### config.mk
export PLATFORM = sky130hd
export DESIGN_NAME = priority_message_queue
export DESIGN_NICKNAME = d
export VERILOG_FILES = /design/src/sv/pmq_pkg.sv /design/src/sv/pmq_mem.sv /design/src/sv/priority_message_queue.sv
export SDC_FILE = /design/constraint.sdc
export NUM_CORES = 2
export LEC_CHECK = 0
export ABC_AREA = 1
export BUFFER_PORTS_ARGS = -buffer_cell sky130_fd_sc_hd__buf_2
export CAP_MARGIN = 5
export CORE_ASPECT_RATIO = 0.5
export CORE_MARGIN = 2
export CORE_UTILIZATION = 40
export CTS_BUF_LIST = sky130_fd_sc_hd__clkbuf_16
export CTS_CLUSTER_SIZE = 40
export DETAILED_ROUTE_END_ITERATION = 10
export PLACE_DENSITY = 0.63
export SLEW_MARGIN = 20
export SYNTH_ARGS = -nofsm -noshare
export SYNTH_HDL_FRONTEND = slang
export SYNTH_SLANG_ARGS = --single-unit
### constraint.sdc
create_clock -name clk -period 11.6 [get_ports clk]
set_input_delay 1.16 -clock clk [delete_from_list [all_inputs] [get_ports clk]]
set_output_delay 1.16 -clock clk [all_outputs]
set_load 0.02 [all_outputs]
### src/sv/pmq_pkg.sv
// ----------------------------------------------------------------------------
// pmq_pkg
// Shared types and codes for the priority message queue.
// ----------------------------------------------------------------------------
package pmq_pkg;

  localparam int DEF_QUEUE_DEPTH = 16;

  localparam logic [1:0] PRIO_LOW    = 2'd0;
  localparam logic [1:0] PRIO_URGENT = 2'd3;

  typedef enum logic [2:0] {
    FN_SEND     = 3'd0,
    FN_RECV_BST = 3'd1,
    FN_RECV_TYP = 3'd2,
    FN_HAS_TYP  = 3'd3,
    FN_FLUSH    = 3'd4
  } func_t;

  typedef enum logic [1:0] {
    ST_OK      = 2'd0,
    ST_FULL    = 2'd1,
    ST_EMPTY   = 2'd2,
    ST_PRESENT = 2'd3
  } status_t;

  typedef struct packed {
    logic [15:0] sender;
    logic [2:0]  kind;
    logic [1:0]  urg;
    logic [15:0] len;
    logic [63:0] payload;
    logic [31:0] tick;
    logic [31:0] seq;
  } entry_t;

endpackage

### src/sv/pmq_mem.sv
// ----------------------------------------------------------------------------
// pmq_mem
// Entry store: one write port, one read port, registered read data.
// ----------------------------------------------------------------------------
module pmq_mem #(
  parameter int DEPTH = pmq_pkg::DEF_QUEUE_DEPTH,
  parameter int AW    = $clog2(DEPTH)
) (
  input  logic            clk,
  input  logic            we,
  input  logic [AW-1:0]   waddr,
  input  pmq_pkg::entry_t wdata,
  input  logic [AW-1:0]   raddr,
  output pmq_pkg::entry_t rdata
);
  import pmq_pkg::*;

  entry_t mem [DEPTH];
  entry_t rdata_r;

  always_ff @(posedge clk) begin
    if (we) begin
      mem[waddr] <= wdata;
    end
    rdata_r <= mem[raddr];
  end

  assign rdata = rdata_r;

endmodule

### src/sv/priority_message_queue.sv
// ----------------------------------------------------------------------------
// priority_message_queue
// Bounded ring of prioritized messages with drop-lowest replacement.
// ----------------------------------------------------------------------------
// One request is worked at a time; in_ready is high only when the sequencer
// is idle. A send with room, a flush, a low-priority send to a full ring,
// unused codes and requests on an empty ring go from idle straight to the
// finish state. A scan visits each entry with a read state, then an evaluate
// state, through the single read port of the entry memory; a receive then
// shifts entries to close the gap, each with a read and a write state. The
// worst case is a receive-best that picks the newest entry of a full ring.
// The result sits in an output register, so the next request is taken while
// the previous result waits for out_ready.
// ----------------------------------------------------------------------------
module priority_message_queue #(
  parameter int QUEUE_DEPTH = pmq_pkg::DEF_QUEUE_DEPTH
) (
  input  logic        clk,
  input  logic        rst_n,
  input  logic        in_valid,
  output logic        in_ready,
  input  logic [2:0]  in_func,
  input  logic [15:0] in_sender_id,
  input  logic [2:0]  in_kind,
  input  logic [1:0]  in_urgency,
  input  logic [15:0] in_length,
  input  logic [63:0] in_payload_word,
  input  logic [31:0] in_now_ticks,
  output logic        out_valid,
  input  logic        out_ready,
  output logic [1:0]  out_status,
  output logic [15:0] out_sender,
  output logic [2:0]  out_kind,
  output logic [1:0]  out_urgency,
  output logic [15:0] out_length,
  output logic [63:0] out_payload,
  output logic [31:0] out_stamp,
  output logic [31:0] out_sequence,
  output logic [4:0]  out_occupancy,
  output logic        out_replaced
);
  import pmq_pkg::*;

  localparam int AW = $clog2(QUEUE_DEPTH);
  localparam int CW = $clog2(QUEUE_DEPTH + 1);

  typedef enum logic [2:0] {
    S_IDLE, S_RD, S_EV, S_SHRD, S_SHWR, S_FIN
  } state_t;

  state_t          state_r, state_nxt;
  logic [AW-1:0]   head_r, head_nxt, tail_r, tail_nxt;
  logic [CW-1:0]   fill_r, fill_nxt, idx_r, idx_nxt;
  logic [31:0]     drops_r, drops_nxt, seq_r, seq_nxt;
  logic [2:0]      func_r, func_nxt;
  entry_t          new_r, new_nxt;     // entry carried by a send
  entry_t          best_r, best_nxt;   // candidate / entry to return
  logic [AW-1:0]   slot_r, slot_nxt;   // slot of the entry being evaluated
  logic [AW-1:0]   pick_r, pick_nxt;   // chosen slot (drop or receive)
  logic [AW-1:0]   shi_r, shi_nxt;     // shift cursor
  logic [1:0]      low_r, low_nxt;
  logic            found_r, found_nxt;
  logic            emit_r, emit_nxt, rep_r, rep_nxt;
  status_t         st_r, st_nxt;

  logic            ov_r, ov_nxt;
  entry_t          oe_r, oe_nxt;
  status_t         ost_r, ost_nxt;
  logic [4:0]      occ_r, occ_nxt;
  logic            orep_r, orep_nxt;

  logic            mem_we;
  logic [AW-1:0]   mem_wa, mem_ra;
  entry_t          mem_wd, rdata;

  pmq_mem #(.DEPTH(QUEUE_DEPTH), .AW(AW)) u_mem (
    .clk   (clk),
    .we    (mem_we),
    .waddr (mem_wa),
    .wdata (mem_wd),
    .raddr (mem_ra),
    .rdata (rdata)
  );

  function automatic logic [AW-1:0] ring_next(input logic [AW-1:0] p);
    return (p == AW'(QUEUE_DEPTH - 1)) ? '0 : p + AW'(1);
  endfunction

  function automatic logic [AW-1:0] ring_prev(input logic [AW-1:0] p);
    return (p == '0) ? AW'(QUEUE_DEPTH - 1) : p - AW'(1);
  endfunction

  function automatic logic [AW-1:0] slot_of(input logic [AW-1:0] h,
                                            input logic [CW-1:0] off);
    logic [AW:0] s;
    s = (AW+1)'(h) + (AW+1)'(off);
    if (s >= (AW+1)'(QUEUE_DEPTH)) s = s - (AW+1)'(QUEUE_DEPTH);
    return s[AW-1:0];
  endfunction

  assign in_ready = (state_r == S_IDLE);

  always_comb begin
    logic        last;
    logic [1:0]  lw;
    logic [AW-1:0] dp;
    logic [8:0]  fe;
    state_nxt = state_r;
    head_nxt  = head_r;  tail_nxt = tail_r;  fill_nxt = fill_r;
    idx_nxt   = idx_r;   drops_nxt = drops_r; seq_nxt = seq_r;
    func_nxt  = func_r;  new_nxt = new_r;    best_nxt = best_r;
    slot_nxt  = slot_r;  pick_nxt = pick_r;  shi_nxt = shi_r;
    low_nxt   = low_r;   found_nxt = found_r;
    emit_nxt  = emit_r;  rep_nxt = rep_r;    st_nxt = st_r;
    ov_nxt    = ov_r;    oe_nxt = oe_r;      ost_nxt = ost_r;
    occ_nxt   = occ_r;   orep_nxt = orep_r;
    mem_we = 1'b0; mem_wa = tail_r; mem_wd = new_r; mem_ra = slot_of(head_r, idx_r);
    last = ((idx_r + CW'(1)) == fill_r);
    lw = low_r; dp = pick_r;
    fe = 9'(fill_r);

    if (ov_r && out_ready) ov_nxt = 1'b0;

    case (state_r)
      S_IDLE: begin
        if (in_valid) begin
          func_nxt = in_func;
          new_nxt  = '{sender: in_sender_id, kind: in_kind, urg: in_urgency,
                       len: in_length, payload: in_payload_word,
                       tick: in_now_ticks, seq: seq_r};
          emit_nxt = 1'b0; rep_nxt = 1'b0; found_nxt = 1'b0;
          idx_nxt = '0; low_nxt = PRIO_URGENT; pick_nxt = head_r;
          state_nxt = S_FIN;
          case (in_func)
            FN_SEND: begin
              if (fill_r < CW'(QUEUE_DEPTH)) begin
                mem_we = 1'b1; mem_wa = tail_r;
                mem_wd = '{sender: in_sender_id, kind: in_kind, urg: in_urgency,
                           len: in_length, payload: in_payload_word,
                           tick: in_now_ticks, seq: seq_r};
                tail_nxt = ring_next(tail_r);
                fill_nxt = fill_r + CW'(1);
                seq_nxt = seq_r + 32'd1;
                st_nxt = ST_OK;
              end else if (in_urgency > PRIO_LOW) begin
                state_nxt = S_RD;
              end else begin
                st_nxt = ST_FULL;
              end
            end
            FN_RECV_BST, FN_RECV_TYP, FN_HAS_TYP: begin
              if (fill_r == '0) st_nxt = ST_EMPTY;
              else state_nxt = S_RD;
            end
            FN_FLUSH: begin
              head_nxt = '0; tail_nxt = '0; fill_nxt = '0;
              st_nxt = ST_OK;
            end
            default: st_nxt = ST_EMPTY;
          endcase
        end
      end
      S_RD: begin
        mem_ra = slot_of(head_r, idx_r);
        slot_nxt = slot_of(head_r, idx_r);
        state_nxt = S_EV;
      end
      S_EV: begin
        idx_nxt = idx_r + CW'(1);
        state_nxt = S_RD;
        case (func_r)
          FN_SEND: begin
            if (rdata.urg < low_r) begin
              lw = rdata.urg; dp = slot_r;
            end
            low_nxt = lw; pick_nxt = dp;
            if (last) begin
              state_nxt = S_FIN;
              if (new_r.urg > lw) begin
                mem_we = 1'b1; mem_wa = dp;
                mem_wd = new_r; mem_wd.seq = seq_r;
                seq_nxt = seq_r + 32'd1;
                drops_nxt = drops_r + 32'd1;
                rep_nxt = 1'b1;
                st_nxt = ST_OK;
              end else begin
                st_nxt = ST_FULL;
              end
            end
          end
          FN_RECV_BST: begin
            dp = pick_r;
            if (!found_r || rdata.urg > best_r.urg ||
                (rdata.urg == best_r.urg && rdata.tick < best_r.tick)) begin
              best_nxt = rdata; dp = slot_r;
            end
            found_nxt = 1'b1; pick_nxt = dp;
            if (last) begin
              emit_nxt = 1'b1; st_nxt = ST_OK;
              shi_nxt = dp; state_nxt = S_SHRD;
            end
          end
          default: begin
            if (rdata.kind == new_r.kind) begin
              if (func_r == FN_RECV_TYP) begin
                best_nxt = rdata; emit_nxt = 1'b1; st_nxt = ST_OK;
                shi_nxt = slot_r; state_nxt = S_SHRD;
              end else begin
                st_nxt = ST_PRESENT; state_nxt = S_FIN;
              end
            end else if (last) begin
              st_nxt = ST_EMPTY; state_nxt = S_FIN;
            end
          end
        endcase
      end
      S_SHRD: begin
        mem_ra = ring_prev(shi_r);
        if (shi_r == head_r) begin
          head_nxt = ring_next(head_r);
          fill_nxt = fill_r - CW'(1);
          state_nxt = S_FIN;
        end else begin
          state_nxt = S_SHWR;
        end
      end
      S_SHWR: begin
        mem_we = 1'b1; mem_wa = shi_r; mem_wd = rdata;
        shi_nxt = ring_prev(shi_r);
        state_nxt = S_SHRD;
      end
      S_FIN: begin
        if (!ov_r || out_ready) begin
          ov_nxt = 1'b1;
          oe_nxt = emit_r ? best_r : '0;
          ost_nxt = st_r;
          occ_nxt = fe[4:0];
          orep_nxt = rep_r;
          state_nxt = S_IDLE;
        end
      end
      default: state_nxt = S_IDLE;
    endcase
  end

  always_ff @(posedge clk) begin
    if (!rst_n) begin
      state_r <= S_IDLE;
      head_r  <= '0;
      tail_r  <= '0;
      fill_r  <= '0;
      drops_r <= '0;
      seq_r   <= 32'd1;
      ov_r    <= 1'b0;
    end else begin
      state_r <= state_nxt;
      head_r  <= head_nxt;
      tail_r  <= tail_nxt;
      fill_r  <= fill_nxt;
      drops_r <= drops_nxt;
      seq_r   <= seq_nxt;
      ov_r    <= ov_nxt;
    end
    idx_r   <= idx_nxt;
    func_r  <= func_nxt;
    new_r   <= new_nxt;
    best_r  <= best_nxt;
    slot_r  <= slot_nxt;
    pick_r  <= pick_nxt;
    shi_r   <= shi_nxt;
    low_r   <= low_nxt;
    found_r <= found_nxt;
    emit_r  <= emit_nxt;
    rep_r   <= rep_nxt;
    st_r    <= st_nxt;
    oe_r    <= oe_nxt;
    ost_r   <= ost_nxt;
    occ_r   <= occ_nxt;
    orep_r  <= orep_nxt;
  end

  assign out_valid     = ov_r;
  assign out_status    = ost_r;
  assign out_sender    = oe_r.sender;
  assign out_kind      = oe_r.kind;
  assign out_urgency   = oe_r.urg;
  assign out_length    = oe_r.len;
  assign out_payload   = oe_r.payload;
  assign out_stamp     = oe_r.tick;
  assign out_sequence  = oe_r.seq;
  assign out_occupancy = occ_r;
  assign out_replaced  = orep_r;

endmodule

# --- Word-level counts from Yosys, hierarchy flattened ---
# Memory sizes are Yosys's and may differ from the RTL's. A register that Yosys moved wholly into a read port is not among the register bits.
# Cells that the tools add are included.
totals:
  register_bits: 579
  mem_bits_rw: 2640
  output_inout_bits: 175
  word_cells: 239
  memories: 1
classes:
  add_sub_neg: 9
  order_cmp: 7
  n_eq_ne: 40
  n_mux: 106
  bitwise: 1
  reduce_logical: 35
mem_list:
  columns: ["name", "depth", "width", "read_ports", "rd_ports_with_merged_regs", "wr", "line", "source"]
  rows:
  - ["u_mem.mem", 16, 165, 1, 1, 1, "pmq_mem.sv:18", "entry_t mem [DEPTH];"]
ops:
  columns: ["cell", "n"]
  rows:
  - ["2-to-1 mux 165 bit", 6]
  - ["case mux 165 bit (3 select lines)", 1]
  - ["case mux 165 bit (2 select lines)", 1]
  - ["2-to-1 mux 32 bit", 9]
  - ["2-to-1 mux 4 bit", 18]
  - ["case mux 32 bit (2 select lines)", 1]
  - ["case mux 4 bit (2 select lines)", 7]
  - ["adder 32 x 1 -> 32 bit, second input constant", 1]
  - ["less-than comparator 32 bit", 1]
  - ["2-to-1 mux 2 bit", 15]
  - ["case mux 5 bit (2 select lines)", 3]
  - ["2-to-1 mux 3 bit", 8]
  - ["!= test 3 bit, second input constant", 8]
  - ["2-to-1 mux 1 bit", 21]
  - ["2-to-1 mux 5 bit", 4]
  - ["!= test 2 bit, second input constant", 10]
  - ["AND reduction 5 bit", 4]
  - ["case mux 3 bit (6 select lines)", 1]
  - ["equality test 3 x 2 -> 1 bit, second input constant", 5]
  - ["AND reduction 7 bit", 2]
  - ["case mux 2 bit (2 select lines)", 3]
  - ["case mux 3 bit (2 select lines)", 2]
  - ["nonzero test 2 bit", 6]
  - ["adder 5 x 1 -> 5 bit, second input constant", 2]
  - ["other kinds (34)", 59]

# --- Logic depth before layout (Yosys ltp) ---
depth:
  word_depth: 11
  depth_mapped: 19

# --- By module ---
# From an unflattened synthesis, not the netlist that was laid out.
unflattened:
  hier_cells: 12409
  area_unflattened_um2: 138322.7
by_module_without_submodules:
  columns: ["module", "n_inst", "cells_each", "area_per_inst_um2", "seq_area_each_um2"]
  rows:
  - ["pmq_mem", 1, 10001, 112894.5, 82579.2]
  - ["priority_message_queue", 1, 2408, 25428.1, 16896.2]

# --- Least setup slack after synthesis ---
# No wires, ideal clock.
synth_timing:
  path_kind: "input port to flip-flop"
  from: "input in_valid"
  to: "register tail_r[3]"
  setup_ns: 0.116
  arrival_time_ns: 10.067
  required_ns: 11.484
  path_slack_ns: 1.418
  cell_stages: 9
  n_path_buf: 0
  cell_sequence: "inv_1 -> nor2_1 -> inv_1 -> nor2_1 -> inv_1 -> nor2_1 -> a21oi_1 -> o21ai_0 -> nor2_1"
synth_between:
  elab_chain_cells: 1
synth_lines:
  columns: ["item", "line", "source"]
  rows:
  - ["start, declared", "priority_message_queue.sv:20", "input logic in_valid,"]
  - ["AND reduction 4 bit (no line)", null, null]
  - ["end signal, assigned", "priority_message_queue.sv:258", "tail_r <= tail_nxt;"]
  - ["end, declared", "priority_message_queue.sv:52", "logic [AW-1:0] head_r, head_nxt, tail_r, tail_nxt;"]
# Every way passes these cells.
# A chain may end at the register's enable or synchronous reset.

# --- Worst setup path after layout ---
layout_timing:
  from: "register low_r[1]"
  to: "memory u_mem.mem[14][114] (netlist name) (enable)"
layout_between:
  elab_chain_cells: 11
  elab_cells_between_ends: 16
  classes_between: "order compare: 2; mux: 14"
layout_lines:
  columns: ["item", "line", "source"]
  rows:
  - ["start, declared", "priority_message_queue.sv:61", "logic [1:0] low_r, low_nxt;"]
  - ["start signal, assigned", "priority_message_queue.sv:271", "low_r <= low_nxt;"]
  - ["less-than comparator 2 bit", "priority_message_queue.sv:173", "if (rdata.urg < low_r) begin"]
  - ["2-to-1 mux 2 bit", "priority_message_queue.sv:173", null]
  - ["2-to-1 mux 2 bit", "priority_message_queue.sv:171", "case (func_r)"]
  - ["2-to-1 mux 2 bit", "priority_message_queue.sv:124", "case (state_r)"]
  - ["> comparator 2 bit", "priority_message_queue.sv:179", "if (new_r.urg > lw) begin"]
  - ["2-to-1 mux 1 bit", "priority_message_queue.sv:179", null]
  - ["2-to-1 mux 1 bit", "priority_message_queue.sv:177", "if (last) begin"]
  - ["2-to-1 mux 1 bit", "priority_message_queue.sv:171", null]
  - ["case mux 1 bit (3 select lines)", "priority_message_queue.sv:124", null]
  - ["2-to-1 mux 1 bit", "pmq_mem.sv:22", "if (we) begin"]
  - ["2-to-1 mux 1 bit (not written as such)", "pmq_mem.sv:23", "mem[waddr] <= wdata;"]
  - ["end, declared", "pmq_mem.sv:18", null]
# Parallel ways exist; a longest one is shown, timed or not. The select of a mux whose other input is x is not followed.

==> impl_metrics.yaml <==
finish:
  n_fill_cell: 28107
  layout_commonest_cell: "edfxtp_1"
  postLayoutCoreUtil_pct: 45.2
  nets: 10078
  final_cell_mix: "edfxtp_1, nor2_1, o21ai_0"
  area_delta_synth_final_pct: 12.2
  drive_gt1_share_pct: 9.02
  fin_cells: 14472
timing:
  worst_pin_slew_ns: 1.21
  setup_viol: 0
  finalCriticalPeriod_ns: 5.85
  finalClockSkew_ns: 0.0501
  period_share_pct: 50.4
  timing.fmax_mhz: 171
  slew_headroom_pct: 19.2
  timing.hold.ws_ns: 0.429
  timing.final.max_slew_violations: 0
  hold_violations: 0
  fin_setup_tns_ns: 0
  rsz0062_at_grt: "false"
critical_path:
  crit_buf_inv: 6
  slowest_stage: "nor2_4"
  setup.worst_path.start_class: "register"
  max_stage_delay_ns: 0.86
  cp_cell_sequence: "inv_1 -> ha_1 -> nand2_1 -> nand2_1 -> o21ai_0 -> ha_1 -> a22oi_1 -> inv_1 -> o21ai_0 -> nand3_1 -> buf_4 -> nand2_1 -> nand3_1 -> inv_1 -> nand3_1 -> nor2_4 -> buf_4 -> buf_4"
  critPathKind: "reg -> reg"
  crit_arrival_ns: 6.31
  cp_data_required_time_ns: 12.07
  cp_top_family: "buffers and inverters"
  path_max_fanout: 35
  cp-end-kind: "register"
clock_tree:
  cts_num_sinks: 3384
  htreeDepth: 5
  cts_buffers: 315
  cts_max_path_buffers: 4
  clk_pin_slew_ns: 0.06
  root_buffer: "clkbuf_16"
  cts_tree: "built"
  insertion_delay_ns: 0.87
  cts_hold_buf: 0
  post_cts_resized: 0
  cts_setup_buffers: 0
route:
  first_iter_violations: 8991
  drt_first_pass_iters: 8
  wire_per_inst_microns: 23.9
  routed-via-count: 81642
  wl_microns: 346000
  ant_nets: 0
  viasPerCell: 5.64
  drc: 0
global_routing:
  first_global_vias: 77810
  grt_max_degree: 224
  grt.total_usage_pct: 20.1
  gr-total-overflow: 0
  grt_pass1_wl_microns: 507000
  antenna_found_initial: 15
floorplan:
  initial_utilization_pct: 40.3
  die_area_sq_mm: 0.330
  rows: 147
  core_area_sq_mm: 0.322
  die_y_microns: 407
  io_pins: 315
  die_x_microns: 810
outcome:
  status: "complete, no violations"
logic_synthesis:
  synthDistinctLibCells: 40
  synthCells: 9759
  syn-num-nets: 9948
  synth_seq_cells: 3384
  yosys_warnings: 0
  yosysSeqAreaShare_pct: 76.6
  postSynthAreaPerCell_sq_um: 13.3
  synth_area_sq_mm: 0.130
power_and_ir_drop:
  powerDensity_mw_per_mm2: 298
  power_w: 0.0434
  irDropWorstVdd_mv: 0.440
  leakage_nw: 48.6
worst_hold_path:
  min_path_type: "reg -> reg"
placed_design:
  dpl.hpwl_microns: 177000
  globalplace.congestion: 0.852
  portBuffers: 314
  placedCellCount: 13888
flow_run:
  maxCapViolations: 0
synth_stat cells:
master | count | area [sq um]
inv_1 | 309 | 1160
a31oi_1 | 3 | 18.8
buf_2 | 161 | 806
nand3_1 | 393 | 1970
o21ai_0 | 1414 | 7080
nor3b_1 | 3 | 22.5
o21a_1 | 3 | 22.5
inv_2 | 8 | 30.0
a21oi_1 | 80 | 400
nor4_1 | 7 | 43.8
o221ai_1 | 198 | 1730
xnor2_1 | 7 | 61.3
nor2_1 | 1586 | 5950
buf_6 | 5 | 56.3
and3_1 | 2 | 12.5
o211ai_1 | 104 | 781
edfxtp_1 | 3170 | 95200
o21bai_1 | 2 | 15.0
buf_4 | 11 | 82.6
nand2_1 | 717 | 2690
a22oi_1 | 1 | 7.51
clkbuf_1 | 455 | 1710
xor2_1 | 35 | 307
buf_1 | 13 | 48.8
nand3_4 | 1 | 17.5
clkinv_1 | 2 | 7.51
nand4_1 | 6 | 37.5
nor2_2 | 1 | 6.26
fa_1 | 1 | 20.0
o21ai_1 | 214 | 1070
dfxtp_1 | 214 | 4280
clkbuf_2 | 5 | 25.0
nand3b_1 | 1 | 7.51
nand2_4 | 1 | 11.3
nor3_1 | 30 | 150
a211oi_1 | 4 | 30.0
o21ai_2 | 3 | 26.3
o22ai_1 | 539 | 3370
or2_2 | 2 | 12.5
ha_1 | 48 | 601
where the power goes:
| part | switching [W] | total [W] | leakage [nW] | internal, W |
|---|---|---|---|---|
| sequential | 0.000698 | 0.0175 | 30.5 | 0.0168 |
| clock | 0.00444 | 0.0101 | 5.20 | 0.00565 |
| combinational | 0.0119 | 0.0158 | 12.8 | 0.00392 |
layer usage:
| layer | up-vias | part of all wire [%] | GRT usage, % |
|---|---|---|---|
| li1 | 36354 | - | - |
| met1 | 41328 | 42 | 27.7 |
| met2 | 3346 | 48 | 33.7 |
| met3 | 608 | 6.7 | 2.22 |
| met4 | 6 | 3.3 | 6.81 |
| met5 | - | 0.011 | 0 |
registers in the layout (all words and copies together) (netlist names), 32 cells and up:
signal,cells
seq_r,32
u_mem.rdata,165
out_stamp,32
best_r,165
out_payload,64
out_sequence,32
u_mem.mem,2640
new_r,165
stage by stage:
step	setup WS, ns	cell area [sq um]
3_5_place_dp	5.77	136000
2_1_floorplan	1.42	130000
6_report	5.75	146000
4_1_cts	5.76	146000
5_1_grt	5.45	146000
3_3_place_gp	5.73	136000
kinds of logic (layout without fill, tap and decap cells):
| kind of cell | after synthesis | after routing | synth area share (%) |
|---|---|---|---|
| other cells | 0 | 7 | 0 |
| buf+inv | 969 | 1354 | 3.02 |
| simple gates | 2750 | 2750 | 8.42 |
| xor+xnor | 42 | 42 | 0.283 |
| compound gates | 2565 | 2565 | 11.2 |
| flops | 3384 | 3384 | 76.6 |
| fa+ha+maj | 49 | 49 | 0.478 |
path summary, 6_finish.rpt:
kind / start / to / slack, ns / cells past startpoint
max: low_r[1] / u_mem.mem[14][114] / 5.75 / 18
max reg2reg: low_r[1] / u_mem.mem[14][114] / 5.75 / 18
min: u_mem.rdata[144] / best_r[144] / 0.43 / 0
min reg2reg: u_mem.rdata[144] / best_r[144] / 0.43 / 0
layout make-up:
type	instances	area [sq um]	share of cell area, %
clock buffers	330	8260	5.67
diodes	7	17.5	0.0120
flip-flops and latches	3384	99500	68.3
inverters	319	1250	0.858
well taps	4321	5410	3.71
clock inverters	242	1660	1.14
multi-input cells	5406	26700	18.3
repair buffers	463	2940	2.02
Power figures use the tool's default switching activity.
